$ cat config.mk
export PLATFORM = sky130hd
export DESIGN_NAME = loop_period_jitter_statistics_unit_flat
export DESIGN_NICKNAME = d
export VERILOG_FILES = /design/src/rtl/core/lpjs_pkg.sv /design/src/rtl/core/lpjs_in_if.sv /design/src/rtl/core/lpjs_out_if.sv /design/src/rtl/core/lpjs_cfg_if.sv /design/src/rtl/core/lpjs_div.sv /design/src/rtl/core/lpjs_sqrt.sv /design/src/rtl/core/loop_period_jitter_statistics_unit.sv /design/src/flat_wrapper.sv
export VERILOG_INCLUDE_DIRS = /design/src /design/src/rtl/core
export SDC_FILE = /design/constraint.sdc
export NUM_CORES = 2
export LEC_CHECK = 0
export ABC_AREA = 1
export BUFFER_PORTS_ARGS = -buffer_cell sky130_fd_sc_hd__clkbuf_2
export CELL_PAD_IN_SITES_DETAIL_PLACEMENT = 0
export CELL_PAD_IN_SITES_GLOBAL_PLACEMENT = 1
export CORE_AREA = 5 5 589 591
export DETAILED_ROUTE_END_ITERATION = 7
export DIE_AREA = 0 0 594 596
export GPL_ROUTABILITY_DRIVEN = 0
export PLACE_DENSITY = 0.56
export SLEW_MARGIN = 20
export SYNTH_ARGS = -nofsm -noshare
export SYNTH_HDL_FRONTEND = slang
export SYNTH_SLANG_ARGS = --single-unit
$ cat constraint.sdc
create_clock -name i_clk -period 10.3 [get_ports i_clk]
set_input_delay 1.03 -clock i_clk [delete_from_list [all_inputs] [get_ports i_clk]]
set_output_delay 1.03 -clock i_clk [all_outputs]
set_load 0.02 [all_outputs]
$ cat src/rtl/core/loop_period_jitter_statistics_unit_defines.svh
// Assertion macros for the loop period jitter statistics unit.
// Included by the files that carry concurrent assertions; no other dependencies.
`ifndef LOOP_PERIOD_JITTER_STATISTICS_UNIT_DEFINES_SVH
`define LOOP_PERIOD_JITTER_STATISTICS_UNIT_DEFINES_SVH
`ifndef ASSERT_OFF
`define LPJS_ASSERT_IMPLY(label, clk, rst_n, ante, cons) \
    label: assert property (@(posedge clk) disable iff (!rst_n) (ante) |-> (cons)) \
        else $error("assertion failed: same-cycle implication");
`define LPJS_ASSERT_NEXT(label, clk, rst_n, ante, cons) \
    label: assert property (@(posedge clk) disable iff (!rst_n) (ante) |=> (cons)) \
        else $error("assertion failed: next-cycle implication");
`else
`define LPJS_ASSERT_IMPLY(label, clk, rst_n, ante, cons)
`define LPJS_ASSERT_NEXT(label, clk, rst_n, ante, cons)
`endif
`endif

$ cat src/rtl/core/lpjs_pkg.sv
// Shared types and constants of the loop period jitter statistics unit.
// No dependencies.
`default_nettype none
package lpjs_pkg;

    localparam int COUNT_BITS_DEF  = 24;
    localparam int PERIOD_BITS_DEF = 24;
    localparam int FRAC_BITS_DEF   = 8;

    localparam int VALUE_BITS = 32;
    localparam int VAR_BITS   = 64;
    localparam int SC_BITS    = 24;
    localparam int CFG_IDX_BITS  = 2;
    localparam int CFG_DATA_BITS = 32;

    localparam logic [VALUE_BITS-1:0] NOMINAL_RESET      = 32'd256000;
    localparam logic [SC_BITS-1:0]    SAMPLE_COUNT_RESET = 24'd1000;

    typedef logic [CFG_IDX_BITS-1:0] t_cfg_idx;
    localparam t_cfg_idx CFG_NOMINAL = 2'd0;
    localparam t_cfg_idx CFG_COUNT   = 2'd1;

    typedef logic t_opcode;
    localparam t_opcode OP_ARM    = 1'b0;
    localparam t_opcode OP_SAMPLE = 1'b1;

    localparam int DIV_CNT_BITS = 7;
    localparam logic [DIV_CNT_BITS-1:0] DIV_STEPS_LONG  = 7'd64;
    localparam logic [DIV_CNT_BITS-1:0] DIV_STEPS_SHORT = 7'd32;

    localparam int SQRT_CNT_BITS = 6;
    localparam logic [SQRT_CNT_BITS-1:0] SQRT_STEPS = 6'd32;

    typedef enum logic [3:0] {
        ST_IDLE,
        ST_START,
        ST_MEAN_DIV,
        ST_SQR,
        ST_MUL_LO,
        ST_MUL_HI,
        ST_VAR_DIV,
        ST_VAR_ADD,
        ST_SQRT_GO,
        ST_SQRT,
        ST_DONE
    } t_state;

    typedef struct packed {
        logic start;
        logic half;
    } t_div_req;

endpackage
`default_nettype wire

$ cat src/rtl/core/lpjs_in_if.sv
// Input word channel: opcode and measured period with valid/ready.
// Depends on lpjs_pkg.
`default_nettype none
interface lpjs_in_if #(
    parameter int PERIOD_BITS = lpjs_pkg::PERIOD_BITS_DEF
);
    logic                    valid;
    logic                    ready;
    lpjs_pkg::t_opcode       opcode;
    logic [PERIOD_BITS-1:0]  period;

    modport source (output valid, output opcode, output period, input ready);
    modport sink   (input valid, input opcode, input period, output ready);
endinterface
`default_nettype wire

$ cat src/rtl/core/lpjs_out_if.sv
// Result word channel: running statistics of one sample with valid/ready.
// Depends on lpjs_pkg.
`default_nettype none
interface lpjs_out_if #(
    parameter int COUNT_BITS = lpjs_pkg::COUNT_BITS_DEF
);
    logic                              valid;
    logic                              ready;
    logic [COUNT_BITS-1:0]             sample_index;
    logic [lpjs_pkg::VALUE_BITS-1:0]   mean_period;
    logic [lpjs_pkg::VALUE_BITS-1:0]   min_period;
    logic [COUNT_BITS-1:0]             min_index;
    logic [lpjs_pkg::VALUE_BITS-1:0]   max_period;
    logic [COUNT_BITS-1:0]             max_index;
    logic [lpjs_pkg::VALUE_BITS-1:0]   std_dev;
    logic                              last;

    modport source (output valid, output sample_index, output mean_period,
                    output min_period, output min_index, output max_period,
                    output max_index, output std_dev, output last, input ready);
    modport sink   (input valid, input sample_index, input mean_period,
                    input min_period, input min_index, input max_period,
                    input max_index, input std_dev, input last, output ready);
endinterface
`default_nettype wire

$ cat src/rtl/core/lpjs_cfg_if.sv
// Configuration write channel: register index and data with valid/ready.
// Depends on lpjs_pkg.
`default_nettype none
interface lpjs_cfg_if;
    logic                                 valid;
    logic                                 ready;
    lpjs_pkg::t_cfg_idx                   index;
    logic [lpjs_pkg::CFG_DATA_BITS-1:0]   data;

    modport source (output valid, output index, output data, input ready);
    modport sink   (input valid, input index, input data, output ready);
endinterface
`default_nettype wire

$ cat src/rtl/core/lpjs_div.sv
// Radix-2 restoring divider, 64-bit dividend, one quotient bit per cycle.
// Half mode divides a 32-bit dividend in 32 steps. Depends on lpjs_pkg.
`default_nettype none
module lpjs_div #(
    parameter int DIV_BITS = lpjs_pkg::COUNT_BITS_DEF + 1
) (
    input  wire logic                                i_clk,
    input  wire logic                                i_rst_n,
    input  wire lpjs_pkg::t_div_req                  i_req,
    input  wire logic [lpjs_pkg::VAR_BITS-1:0]       i_dividend,
    input  wire logic [DIV_BITS-1:0]                 i_divisor,
    output logic                                     o_done,
    output logic [lpjs_pkg::VAR_BITS-1:0]            o_quotient
);
    logic                                  r_busy;
    logic                                  r_done;
    logic [lpjs_pkg::DIV_CNT_BITS-1:0]     r_cnt;
    logic [DIV_BITS-1:0]                   r_rem;
    logic [DIV_BITS-1:0]                   r_dvs;
    logic [lpjs_pkg::VAR_BITS-1:0]         r_quo;

    logic [DIV_BITS:0]                     w_trial;
    logic [DIV_BITS:0]                     w_sub;
    logic                                  w_ge;

    assign w_trial = {r_rem, r_quo[lpjs_pkg::VAR_BITS-1]};
    assign w_ge    = (w_trial >= {1'b0, r_dvs});
    assign w_sub   = w_trial - {1'b0, r_dvs};

    always_ff @(posedge i_clk) begin
        if (!i_rst_n) begin
            r_busy <= 1'b0;
            r_done <= 1'b0;
            r_cnt  <= '0;
        end else begin
            r_done <= r_busy && (r_cnt == lpjs_pkg::DIV_CNT_BITS'(1));
            if (i_req.start) begin
                r_busy <= 1'b1;
                r_cnt  <= i_req.half ? lpjs_pkg::DIV_STEPS_SHORT : lpjs_pkg::DIV_STEPS_LONG;
            end else if (r_busy) begin
                r_cnt <= r_cnt - lpjs_pkg::DIV_CNT_BITS'(1);
                if (r_cnt == lpjs_pkg::DIV_CNT_BITS'(1)) begin
                    r_busy <= 1'b0;
                end
            end
        end
    end

    always_ff @(posedge i_clk) begin
        if (i_req.start) begin
            r_rem <= '0;
            r_dvs <= i_divisor;
            r_quo <= i_req.half ? {i_dividend[31:0], 32'd0} : i_dividend;
        end else if (r_busy) begin
            r_rem <= w_ge ? w_sub[DIV_BITS-1:0] : w_trial[DIV_BITS-1:0];
            r_quo <= {r_quo[lpjs_pkg::VAR_BITS-2:0], w_ge};
        end
    end

    assign o_done     = r_done;
    assign o_quotient = r_quo;
endmodule
`default_nettype wire

$ cat src/rtl/core/lpjs_sqrt.sv
// Bit-serial integer square root of a 64-bit value, one root bit per cycle.
// Depends on lpjs_pkg.
`default_nettype none
module lpjs_sqrt (
    input  wire logic                               i_clk,
    input  wire logic                               i_rst_n,
    input  wire logic                               i_start,
    input  wire logic [lpjs_pkg::VAR_BITS-1:0]      i_operand,
    output logic                                    o_done,
    output logic [lpjs_pkg::VALUE_BITS-1:0]         o_root
);
    logic                                   r_busy;
    logic                                   r_done;
    logic [lpjs_pkg::SQRT_CNT_BITS-1:0]     r_cnt;
    logic [lpjs_pkg::VAR_BITS-1:0]          r_x;
    logic [34:0]                            r_rem;
    logic [lpjs_pkg::VALUE_BITS-1:0]        r_root;

    logic [34:0]                            w_rem_sh;
    logic [34:0]                            w_trial;
    logic                                   w_ge;

    assign w_rem_sh = {r_rem[32:0], r_x[lpjs_pkg::VAR_BITS-1 -: 2]};
    assign w_trial  = {1'b0, r_root, 2'b01};
    assign w_ge     = (w_rem_sh >= w_trial);

    always_ff @(posedge i_clk) begin
        if (!i_rst_n) begin
            r_busy <= 1'b0;
            r_done <= 1'b0;
            r_cnt  <= '0;
        end else begin
            r_done <= r_busy && (r_cnt == lpjs_pkg::SQRT_CNT_BITS'(1));
            if (i_start) begin
                r_busy <= 1'b1;
                r_cnt  <= lpjs_pkg::SQRT_STEPS;
            end else if (r_busy) begin
                r_cnt <= r_cnt - lpjs_pkg::SQRT_CNT_BITS'(1);
                if (r_cnt == lpjs_pkg::SQRT_CNT_BITS'(1)) begin
                    r_busy <= 1'b0;
                end
            end
        end
    end

    always_ff @(posedge i_clk) begin
        if (i_start) begin
            r_x    <= i_operand;
            r_rem  <= '0;
            r_root <= '0;
        end else if (r_busy) begin
            r_x    <= {r_x[lpjs_pkg::VAR_BITS-3:0], 2'b00};
            r_rem  <= w_ge ? (w_rem_sh - w_trial) : w_rem_sh;
            r_root <= {r_root[lpjs_pkg::VALUE_BITS-2:0], w_ge};
        end
    end

    assign o_done = r_done;
    assign o_root = r_root;
endmodule
`default_nettype wire

$ cat src/rtl/core/loop_period_jitter_statistics_unit.sv
// Top level of the loop period jitter statistics unit: sequencer, datapath,
// configuration registers and result register. Uses lpjs_pkg, the channel
// interfaces, lpjs_div, lpjs_sqrt and the assertion macro header.
//
// Channels: i_in takes words of opcode and period; opcode arm seeds mean,
// min and max with nominal_period and restarts the run, opcode sample
// delivers one measured period. o_out gives one word per processed sample.
// i_cfg writes nominal_period (index 0) or sample_count (index 1).
// Sequencing: an arm word or an ignored sample is taken in IDLE and leaves
// the sequencer there. A processed sample passes START, MEAN_DIV, SQR,
// MUL_LO, MUL_HI, VAR_DIV and VAR_ADD, on the last sample of a run also
// SQRT_GO and SQRT, and enters the result register from DONE; the next
// word is taken back in IDLE. The work is set by the shared radix-2
// divider (32 steps for the mean, 64 for the variance) and the 32-step
// square root; i_in is not ready while a sample is in work.
// Reset: no run active, index 1, registers at 256000 and 1000.
// Stall: the result register holds a word until o_out is ready; the next
// sample is taken meanwhile and waits at its end for the register to free.
`default_nettype none
`include "loop_period_jitter_statistics_unit_defines.svh"
module loop_period_jitter_statistics_unit #(
    parameter int COUNT_BITS  = lpjs_pkg::COUNT_BITS_DEF,
    parameter int PERIOD_BITS = lpjs_pkg::PERIOD_BITS_DEF,
    parameter int FRAC_BITS   = lpjs_pkg::FRAC_BITS_DEF
) (
    input  wire logic    i_clk,
    input  wire logic    i_rst_n,
    lpjs_in_if.sink      i_in,
    lpjs_out_if.source   o_out,
    lpjs_cfg_if.sink     i_cfg
);
    localparam int VB       = lpjs_pkg::VALUE_BITS;
    localparam int WB       = lpjs_pkg::VAR_BITS;
    localparam int DIV_BITS = COUNT_BITS + 1;
    localparam int MB       = (DIV_BITS > VB) ? DIV_BITS : VB;
    localparam int PW       = VB + MB;
    localparam logic [31:0] CNT_MASK = 32'((64'(1) << COUNT_BITS) - 64'(1));

    lpjs_pkg::t_state                  r_state;
    lpjs_pkg::t_state                  n_state;

    logic [VB-1:0]                     r_nominal;
    logic [lpjs_pkg::SC_BITS-1:0]      r_sample_count;
    logic                              r_active;
    logic [COUNT_BITS-1:0]             r_count_index;

    logic [VB-1:0]                     r_mean;
    logic [VB-1:0]                     r_min;
    logic [VB-1:0]                     r_max;
    logic [COUNT_BITS-1:0]             r_where_min;
    logic [COUNT_BITS-1:0]             r_where_max;
    logic [WB-1:0]                     r_var;

    logic [VB-1:0]                     r_t;
    logic [COUNT_BITS-1:0]             r_i;
    logic                              r_fin;
    logic                              r_neg;
    logic [VB-1:0]                     r_step;
    logic [WB-1:0]                     r_d2;
    logic [PW-1:0]                     r_plo;
    logic [PW-1:0]                     r_phi;
    logic [WB-1:0]                     r_term;
    logic [VB-1:0]                     r_sd;

    logic                              r_out_valid;
    logic [COUNT_BITS-1:0]             r_out_index;
    logic [VB-1:0]                     r_out_mean;
    logic [VB-1:0]                     r_out_min;
    logic [COUNT_BITS-1:0]             r_out_min_index;
    logic [VB-1:0]                     r_out_max;
    logic [COUNT_BITS-1:0]             r_out_max_index;
    logic [VB-1:0]                     r_out_sd;
    logic                              r_out_last;

    logic                              w_in_acc;
    logic                              w_go;
    logic                              w_load;
    logic [WB-1:0]                     w_t_full;
    logic [VB-1:0]                     w_t_sat;
    logic                              w_start_neg;
    logic [VB-1:0]                     w_diff;
    logic [DIV_BITS-1:0]               w_div_plus;
    logic [DIV_BITS-1:0]               w_div_var;
    logic [VB-1:0]                     w_ma;
    logic [MB-1:0]                     w_mb;
    logic [PW-1:0]                     w_prod;
    logic [PW:0]                       w_hi_sum;
    logic                              w_term_ovf;
    logic [WB:0]                       w_vsum;

    lpjs_pkg::t_div_req                w_div_req;
    logic [WB-1:0]                     w_div_dividend;
    logic [DIV_BITS-1:0]               w_div_divisor;
    logic                              w_div_done;
    logic [WB-1:0]                     w_div_quo;
    logic                              w_sqrt_start;
    logic                              w_sqrt_done;
    logic [VB-1:0]                     w_sqrt_root;

    // input side
    assign w_in_acc = i_in.valid && i_in.ready;
    assign w_go     = w_in_acc && (i_in.opcode == lpjs_pkg::OP_SAMPLE) && r_active
                      && (32'(r_count_index) <= 32'(r_sample_count));
    assign w_t_full = WB'(i_in.period[PERIOD_BITS-1:0]) << FRAC_BITS;
    assign w_t_sat  = (|w_t_full[WB-1:VB]) ? '1 : w_t_full[VB-1:0];

    // mean step operands
    assign w_start_neg = (r_t < r_mean);
    assign w_diff      = w_start_neg ? (r_mean - r_t) : (r_t - r_mean);
    assign w_div_plus  = DIV_BITS'(r_i) + DIV_BITS'(1);
    assign w_div_var   = (r_i == '0) ? DIV_BITS'(1) : DIV_BITS'(r_i);

    // shared multiplier
    always_comb begin
        case (r_state)
            lpjs_pkg::ST_SQR: begin
                w_ma = r_step;
                w_mb = MB'(r_step);
            end
            lpjs_pkg::ST_MUL_LO: begin
                w_ma = r_d2[VB-1:0];
                w_mb = MB'(w_div_plus);
            end
            default: begin
                w_ma = r_d2[WB-1:VB];
                w_mb = MB'(w_div_plus);
            end
        endcase
    end
    assign w_prod = PW'(w_ma) * PW'(w_mb);

    assign w_hi_sum   = (PW+1)'(r_plo >> VB) + (PW+1)'(r_phi[VB-1:0]);
    assign w_term_ovf = (|r_phi[PW-1:VB]) || (|w_hi_sum[PW:VB]);
    assign w_vsum     = (WB+1)'(r_var) + (WB+1)'(r_term);

    // next state
    always_comb begin
        n_state = r_state;
        unique case (r_state)
            lpjs_pkg::ST_IDLE:     if (w_go) n_state = lpjs_pkg::ST_START;
            lpjs_pkg::ST_START:    n_state = lpjs_pkg::ST_MEAN_DIV;
            lpjs_pkg::ST_MEAN_DIV: if (w_div_done) n_state = lpjs_pkg::ST_SQR;
            lpjs_pkg::ST_SQR:      n_state = lpjs_pkg::ST_MUL_LO;
            lpjs_pkg::ST_MUL_LO:   n_state = lpjs_pkg::ST_MUL_HI;
            lpjs_pkg::ST_MUL_HI:   n_state = lpjs_pkg::ST_VAR_DIV;
            lpjs_pkg::ST_VAR_DIV:  if (w_div_done) n_state = lpjs_pkg::ST_VAR_ADD;
            lpjs_pkg::ST_VAR_ADD:  n_state = r_fin ? lpjs_pkg::ST_SQRT_GO : lpjs_pkg::ST_DONE;
            lpjs_pkg::ST_SQRT_GO:  n_state = lpjs_pkg::ST_SQRT;
            lpjs_pkg::ST_SQRT:     if (w_sqrt_done) n_state = lpjs_pkg::ST_DONE;
            lpjs_pkg::ST_DONE:     if (w_load) n_state = lpjs_pkg::ST_IDLE;
            default:               n_state = lpjs_pkg::ST_IDLE;
        endcase
    end

    // sequencer outputs
    always_comb begin
        i_in.ready       = 1'b0;
        w_div_req.start  = 1'b0;
        w_div_req.half   = 1'b0;
        w_div_dividend   = r_var;
        w_div_divisor    = w_div_var;
        w_sqrt_start     = 1'b0;
        w_load           = 1'b0;
        unique case (r_state)
            lpjs_pkg::ST_IDLE: begin
                i_in.ready = 1'b1;
            end
            lpjs_pkg::ST_START: begin
                w_div_req.start = 1'b1;
                w_div_req.half  = 1'b1;
                w_div_dividend  = WB'(w_diff);
                w_div_divisor   = w_div_plus;
            end
            lpjs_pkg::ST_MUL_HI: begin
                w_div_req.start = 1'b1;
            end
            lpjs_pkg::ST_SQRT_GO: begin
                w_sqrt_start = 1'b1;
            end
            lpjs_pkg::ST_DONE: begin
                w_load = !r_out_valid || o_out.ready;
            end
            default: begin
                i_in.ready = 1'b0;
            end
        endcase
    end

    assign i_cfg.ready = 1'b1;

    // control registers
    always_ff @(posedge i_clk) begin
        if (!i_rst_n) begin
            r_state        <= lpjs_pkg::ST_IDLE;
            r_nominal      <= lpjs_pkg::NOMINAL_RESET;
            r_sample_count <= lpjs_pkg::SAMPLE_COUNT_RESET & CNT_MASK[lpjs_pkg::SC_BITS-1:0];
            r_active       <= 1'b0;
            r_count_index  <= COUNT_BITS'(1);
            r_out_valid    <= 1'b0;
        end else begin
            r_state <= n_state;
            if (i_cfg.valid && i_cfg.ready) begin
                unique case (i_cfg.index)
                    lpjs_pkg::CFG_NOMINAL: r_nominal <= i_cfg.data;
                    lpjs_pkg::CFG_COUNT:   r_sample_count <=
                        i_cfg.data[lpjs_pkg::SC_BITS-1:0] & CNT_MASK[lpjs_pkg::SC_BITS-1:0];
                    default: ;
                endcase
            end
            if (w_in_acc && (i_in.opcode == lpjs_pkg::OP_ARM)) begin
                r_active      <= 1'b1;
                r_count_index <= COUNT_BITS'(1);
            end
            if (w_load) begin
                r_count_index <= r_i + COUNT_BITS'(1);
                if (r_fin) begin
                    r_active <= 1'b0;
                end
            end
            if (w_load) begin
                r_out_valid <= 1'b1;
            end else if (o_out.ready) begin
                r_out_valid <= 1'b0;
            end
        end
    end

    // datapath registers
    always_ff @(posedge i_clk) begin
        if (w_in_acc && (i_in.opcode == lpjs_pkg::OP_ARM)) begin
            r_mean      <= r_nominal;
            r_min       <= r_nominal;
            r_max       <= r_nominal;
            r_var       <= '0;
            r_where_min <= '0;
            r_where_max <= '0;
        end
        unique case (r_state)
            lpjs_pkg::ST_IDLE: begin
                if (w_go) begin
                    r_t   <= w_t_sat;
                    r_i   <= r_count_index;
                    r_fin <= (32'(r_count_index) == 32'(r_sample_count));
                end
            end
            lpjs_pkg::ST_START: begin
                r_neg <= w_start_neg;
                if (r_t > r_max) begin
                    r_max       <= r_t;
                    r_where_max <= r_i;
                end
                if (r_t < r_min) begin
                    r_min       <= r_t;
                    r_where_min <= r_i;
                end
            end
            lpjs_pkg::ST_MEAN_DIV: begin
                if (w_div_done) begin
                    r_step <= w_div_quo[VB-1:0];
                    r_mean <= r_neg ? (r_mean - w_div_quo[VB-1:0])
                                    : (r_mean + w_div_quo[VB-1:0]);
                end
            end
            lpjs_pkg::ST_SQR:    r_d2  <= w_prod[WB-1:0];
            lpjs_pkg::ST_MUL_LO: r_plo <= w_prod;
            lpjs_pkg::ST_MUL_HI: r_phi <= w_prod;
            lpjs_pkg::ST_VAR_DIV: begin
                r_term <= w_term_ovf ? '1 : {w_hi_sum[VB-1:0], r_plo[VB-1:0]};
                if (w_div_done) begin
                    r_var <= r_var - w_div_quo;
                end
            end
            lpjs_pkg::ST_VAR_ADD: begin
                r_var <= w_vsum[WB] ? '1 : w_vsum[WB-1:0];
            end
            lpjs_pkg::ST_SQRT: begin
                if (w_sqrt_done) begin
                    r_sd <= w_sqrt_root;
                end
            end
            default: ;
        endcase
        if (w_load) begin
            r_out_index     <= r_i;
            r_out_mean      <= r_mean;
            r_out_min       <= r_min;
            r_out_min_index <= r_where_min;
            r_out_max       <= r_max;
            r_out_max_index <= r_where_max;
            r_out_sd        <= r_fin ? r_sd : '0;
            r_out_last      <= r_fin;
        end
    end

    assign o_out.valid        = r_out_valid;
    assign o_out.sample_index = r_out_index;
    assign o_out.mean_period  = r_out_mean;
    assign o_out.min_period   = r_out_min;
    assign o_out.min_index    = r_out_min_index;
    assign o_out.max_period   = r_out_max;
    assign o_out.max_index    = r_out_max_index;
    assign o_out.std_dev      = r_out_sd;
    assign o_out.last         = r_out_last;

    lpjs_div #(
        .DIV_BITS (DIV_BITS)
    ) u_div (
        .i_clk      (i_clk),
        .i_rst_n    (i_rst_n),
        .i_req      (w_div_req),
        .i_dividend (w_div_dividend),
        .i_divisor  (w_div_divisor),
        .o_done     (w_div_done),
        .o_quotient (w_div_quo)
    );

    lpjs_sqrt u_sqrt (
        .i_clk     (i_clk),
        .i_rst_n   (i_rst_n),
        .i_start   (w_sqrt_start),
        .i_operand (r_var),
        .o_done    (w_sqrt_done),
        .o_root    (w_sqrt_root)
    );

    `LPJS_ASSERT_IMPLY(a_div_done_in_wait, i_clk, i_rst_n, w_div_done, (r_state == lpjs_pkg::ST_MEAN_DIV || r_state == lpjs_pkg::ST_VAR_DIV))
    `LPJS_ASSERT_NEXT(a_last_ends_run, i_clk, i_rst_n, (w_load && r_fin), (!r_active && r_out_last))
    `LPJS_ASSERT_IMPLY(a_mean_in_range, i_clk, i_rst_n, (r_active && r_state == lpjs_pkg::ST_IDLE), (r_min <= r_mean && r_mean <= r_max))
endmodule
`default_nettype wire
$ cat src/flat_wrapper.sv
// flat-port wrapper written by rule: the top's interface ports become plain ports
module loop_period_jitter_statistics_unit_flat 
#(
    parameter int COUNT_BITS  = lpjs_pkg::COUNT_BITS_DEF,
    parameter int PERIOD_BITS = lpjs_pkg::PERIOD_BITS_DEF,
    parameter int FRAC_BITS   = lpjs_pkg::FRAC_BITS_DEF
)
  (i_clk, i_rst_n, i_in_valid, i_in_opcode, i_in_period, i_in_ready, o_out_valid, o_out_sample_index, o_out_mean_period, o_out_min_period, o_out_min_index, o_out_max_period, o_out_max_index, o_out_std_dev, o_out_last, o_out_ready, i_cfg_valid, i_cfg_index, i_cfg_data, i_cfg_ready);
  lpjs_in_if #(.PERIOD_BITS(PERIOD_BITS)) i_in_i ();
  lpjs_out_if #(.COUNT_BITS(COUNT_BITS)) o_out_i ();
  lpjs_cfg_if i_cfg_i ();
  input  wire logic i_clk;
  input  wire logic i_rst_n;
  input wire logic [$bits(i_in_i.valid)-1:0] i_in_valid;
  input wire logic [$bits(i_in_i.opcode)-1:0] i_in_opcode;
  input wire logic [$bits(i_in_i.period)-1:0] i_in_period;
  output wire logic [$bits(i_in_i.ready)-1:0] i_in_ready;
  output wire logic [$bits(o_out_i.valid)-1:0] o_out_valid;
  output wire logic [$bits(o_out_i.sample_index)-1:0] o_out_sample_index;
  output wire logic [$bits(o_out_i.mean_period)-1:0] o_out_mean_period;
  output wire logic [$bits(o_out_i.min_period)-1:0] o_out_min_period;
  output wire logic [$bits(o_out_i.min_index)-1:0] o_out_min_index;
  output wire logic [$bits(o_out_i.max_period)-1:0] o_out_max_period;
  output wire logic [$bits(o_out_i.max_index)-1:0] o_out_max_index;
  output wire logic [$bits(o_out_i.std_dev)-1:0] o_out_std_dev;
  output wire logic [$bits(o_out_i.last)-1:0] o_out_last;
  input wire logic [$bits(o_out_i.ready)-1:0] o_out_ready;
  input wire logic [$bits(i_cfg_i.valid)-1:0] i_cfg_valid;
  input wire logic [$bits(i_cfg_i.index)-1:0] i_cfg_index;
  input wire logic [$bits(i_cfg_i.data)-1:0] i_cfg_data;
  output wire logic [$bits(i_cfg_i.ready)-1:0] i_cfg_ready;
  assign i_in_i.valid = i_in_valid;
  assign i_in_i.opcode = i_in_opcode;
  assign i_in_i.period = i_in_period;
  assign i_in_ready = i_in_i.ready;
  assign o_out_valid = o_out_i.valid;
  assign o_out_sample_index = o_out_i.sample_index;
  assign o_out_mean_period = o_out_i.mean_period;
  assign o_out_min_period = o_out_i.min_period;
  assign o_out_min_index = o_out_i.min_index;
  assign o_out_max_period = o_out_i.max_period;
  assign o_out_max_index = o_out_i.max_index;
  assign o_out_std_dev = o_out_i.std_dev;
  assign o_out_last = o_out_i.last;
  assign o_out_i.ready = o_out_ready;
  assign i_cfg_i.valid = i_cfg_valid;
  assign i_cfg_i.index = i_cfg_index;
  assign i_cfg_i.data = i_cfg_data;
  assign i_cfg_ready = i_cfg_i.ready;
  loop_period_jitter_statistics_unit #(.COUNT_BITS(COUNT_BITS), .PERIOD_BITS(PERIOD_BITS), .FRAC_BITS(FRAC_BITS)) u_core (.i_clk(i_clk), .i_rst_n(i_rst_n), .i_in(i_in_i), .o_out(o_out_i), .i_cfg(i_cfg_i));
endmodule
==> out/results.tsv <==
stage	metric	value	unit
status	status	complete, no violations	
synth	synth_edf_count	724	
flow_run	maxCapViolCount	0	
critical_path	required	10.81	ns
critical_path	timing.critical_path.mode_cell	fa_1	
finish	layout.nets	15100	
timing	slew_headroom	22.6	%
placed_design	numPlacedInstances	17900	
synth	synth.most_common_cell	nand2_1	
placed_design	place_ws	0.371	ns
floorplanning	dieArea	354000	sq um
critical_path	crit_end	u_core.r_phi[49]$_DFFE_PP_	
clock_tree	cts_setup_buffers	0	
clock_tree	holdBufCountCts	0	
clock_tree	cts-root-buf	clkbuf_16	
synth	synth_cells	13300	
synth	postSynthNetCount	14900	
floorplanning	die_w	594	um
timing	rsz0062_at_grt	no	
critical_path	r2r_end	u_core.r_phi[49]$_DFFE_PP_	
floorplanning	core	341000	sq um
grt	grt_first_pass_wirelength	621	mm
clock_tree	cts.clk_slew.worst_paths	0.06	ns
detailed_routing	via_per_inst	4.82	
timing	maxSlewViolCount	0	
clock_tree	h-tree-depth	4	
critical_path	startpoint_type	flip-flop	
detailed_routing	drc	0	
finish	layout.cells.non_filler	18100	
clock_tree	clkLatencyLatePin	0.87	ns
timing	fin_crit	10.06	ns
timing	final_hold_viol_count	0	
timing	skew	0.104	ns
critical_path	crit_arrival	10.57	ns
detailed_routing	antenna_left	0	
critical_path	crit_slowest_cell	edfxtp_1	
synth	ys_seq_elements	1125	
synth	async_flop_share	0	%
synth	synth.avg_cell_area	7.67	sq um
synth	seq_area_frac_synth	29.3	%
clock_tree	clock_sinks	1125	
detailed_routing	drtIter0Drc	6867	
floorplanning	rows	215	
finish	syn_to_final_growth	11.5	%
grt	grt_max_degree	97	
min_path	worstHoldPathType	input pin to flip-flop	
floorplanning	die_y	596	um
timing	worstMarginPinSlew	1.15	ns
timing	setup_slack	0.237	ns
synth	synth.distinct_cells	69	
critical_path	path_class	flip-flop to flip-flop	
critical_path	rrSetupSlack	0.24	ns
synth	yosysWarnings	0	
clock_tree	cts_tree	built	
grt	antenna_found_initial	13	
placed_design	io_buffers	266	
critical_path	critical-path-max-stage-delay	0.78	ns
clock_tree	numCtsBuffers	145	
placed_design	dp_hpwl	348	mm
synth	ys.flop_type	edfxtp_1	
clock_tree	cts_buffer_depth	4	
critical_path	crit_start	u_core.r_i[7]$_DFFE_PP_	
floorplanning	io_pins	268	
grt	grt_pass1_vias	88800	
grt	grt-ovfl-total	0	
timing	fin_tns_setup	0	ns
critical_path	rr_startpoint	u_core.r_i[7]$_DFFE_PP_	
synth	yosys-top-cells-area	edfxtp_1 21%, fa_1 18%, nand2_1 14%	
detailed_routing	wire_per_inst	23.6	um
critical_path	rr_worst_depth	28	
synth	yosys.area.top_type	edfxtp_1	
synth	syn_area	102000	sq um
critical_path	crit_fanout	15	
floorplanning	initial_utilization	29.8	%
timing	setup_viol	0	
critical_path	endpoint_kind	flip-flop	
detailed_routing	firstDrtPassIters	6	
detailed_routing	vias	87500	
timing	fmax	99.4	MHz
timing	fin_crit_sh	97.7	%
finish	drive_gt1_share	6.70	%
grt	grt_usage	23.7	%
finish	utilization	33.2	%
detailed_routing	routed_wl	428	mm
synth	synth_common_cells	3726 x nand2_1, 2547 x inv_1, 1134 x nor2_1	
synth	synth_top_cell_area_share	21.4	%
==> placed cells by master, fill, tap and decap left out, drive strengths merged, types with 105 or more instances in the layout <==
master	count
buf	205
clkbuf	451
edfxtp	724
a21oi	625
dfxtp	401
ha	638
nand3	682
fa	902
nor2	1168
nand2	3746
xor2	177
inv	2611
nor3	105
nand4	106
o21ai	515
==> worst max-delay path: cells and delay by family (launching register included) <==
family                     cells  cell delay (ns)
and+or+nand+nor               14             3.27
xor gates and xnor gates       1             0.54
buffers and inverters          4             0.58
adders and majority gates      9             4.52
DFF                            1             0.78
==> final cells by class <==
cell class | count | area, sq um
Tap cell | 4557 | 5700
Multi-Input combinational cell | 9114 | 60400
Timing Repair Buffer | 472 | 2910
Sequential cell | 1125 | 29800
Fill cell | 36900 | 228000
Antenna cell | 5 | 12.5
Inverter | 2613 | 9820
Clock buffer | 184 | 3920
Clock inverter | 77 | 916
==> how the worst min path moves through the flow <==
stage	startpoint	slack, ns	cells after the start	to
after floorplan	u_core.r_where_max[0]$_DFF_P_	0.41	0	u_core.o_out.max_index[0]$_DFFE_PP_
after global placement	u_core.r_where_max[5]$_DFF_P_	0.41	0	u_core.o_out.max_index[5]$_DFFE_PP_
after detailed placement	u_core.r_where_min[15]$_DFF_P_	0.41	0	u_core.o_out.min_index[15]$_DFFE_PP_
after CTS	i_in_period[19]	0.24	1	u_core.r_t[27]$_DFFE_PP_
after global routing	i_in_period[19]	0.27	1	u_core.r_t[27]$_DFFE_PP_
final	i_in_period[19]	0.33	1	u_core.r_t[27]$_DFFE_PP_
==> cells by family after synthesis <==
logic type | synth area share [%]
compound gates | 7.93
buf+inv | 11.5
xor+xnor | 2.06
other cells | 0.00369
fa+ha+maj | 25.6
simple gates | 23.7
flops | 29.3
==> per-layer routing <==
metal,track usage (%),vias to the layer above,routed length (um)
met5,0,-,8
li1,-,41700,-
met4,7.61,2,15600
met1,32.2,43000,192000
met2,39.3,2314,198000
met3,2.81,499,22500
==> registers in the layout, indices dropped and copies added (netlist names), 33 cells and up <==
register / cells
u_core.r_var: 64
u_core.u_div.o_quotient: 64
u_core.u_sqrt.r_x: 64
u_core.r_d2: 64
u_core.r_phi: 64
u_core.r_term: 64
u_core.r_plo: 64
u_core.u_sqrt.r_rem: 33
==> metrics by stage <==
step / hold WS (ns) / cell area (sq um)
floorplan: 0.408 / 102000
global placement: 0.413 / 109000
detailed placement: 0.413 / 109000
CTS: 0.244 / 113000
global route: 0.273 / 113000
finish: 0.325 / 113000
==> repair_timing <==
| action | CTS | global route |
|---|---|---|
| endpoints found under the setup margin | 0 | 10 |
| gates resized for setup | 0 | 2 |
| hold endpoints to repair | 0 | 0 |
Power is not shown: default switching activity piles up to over one toggle a cycle in this logic, so the estimate is an artifact.
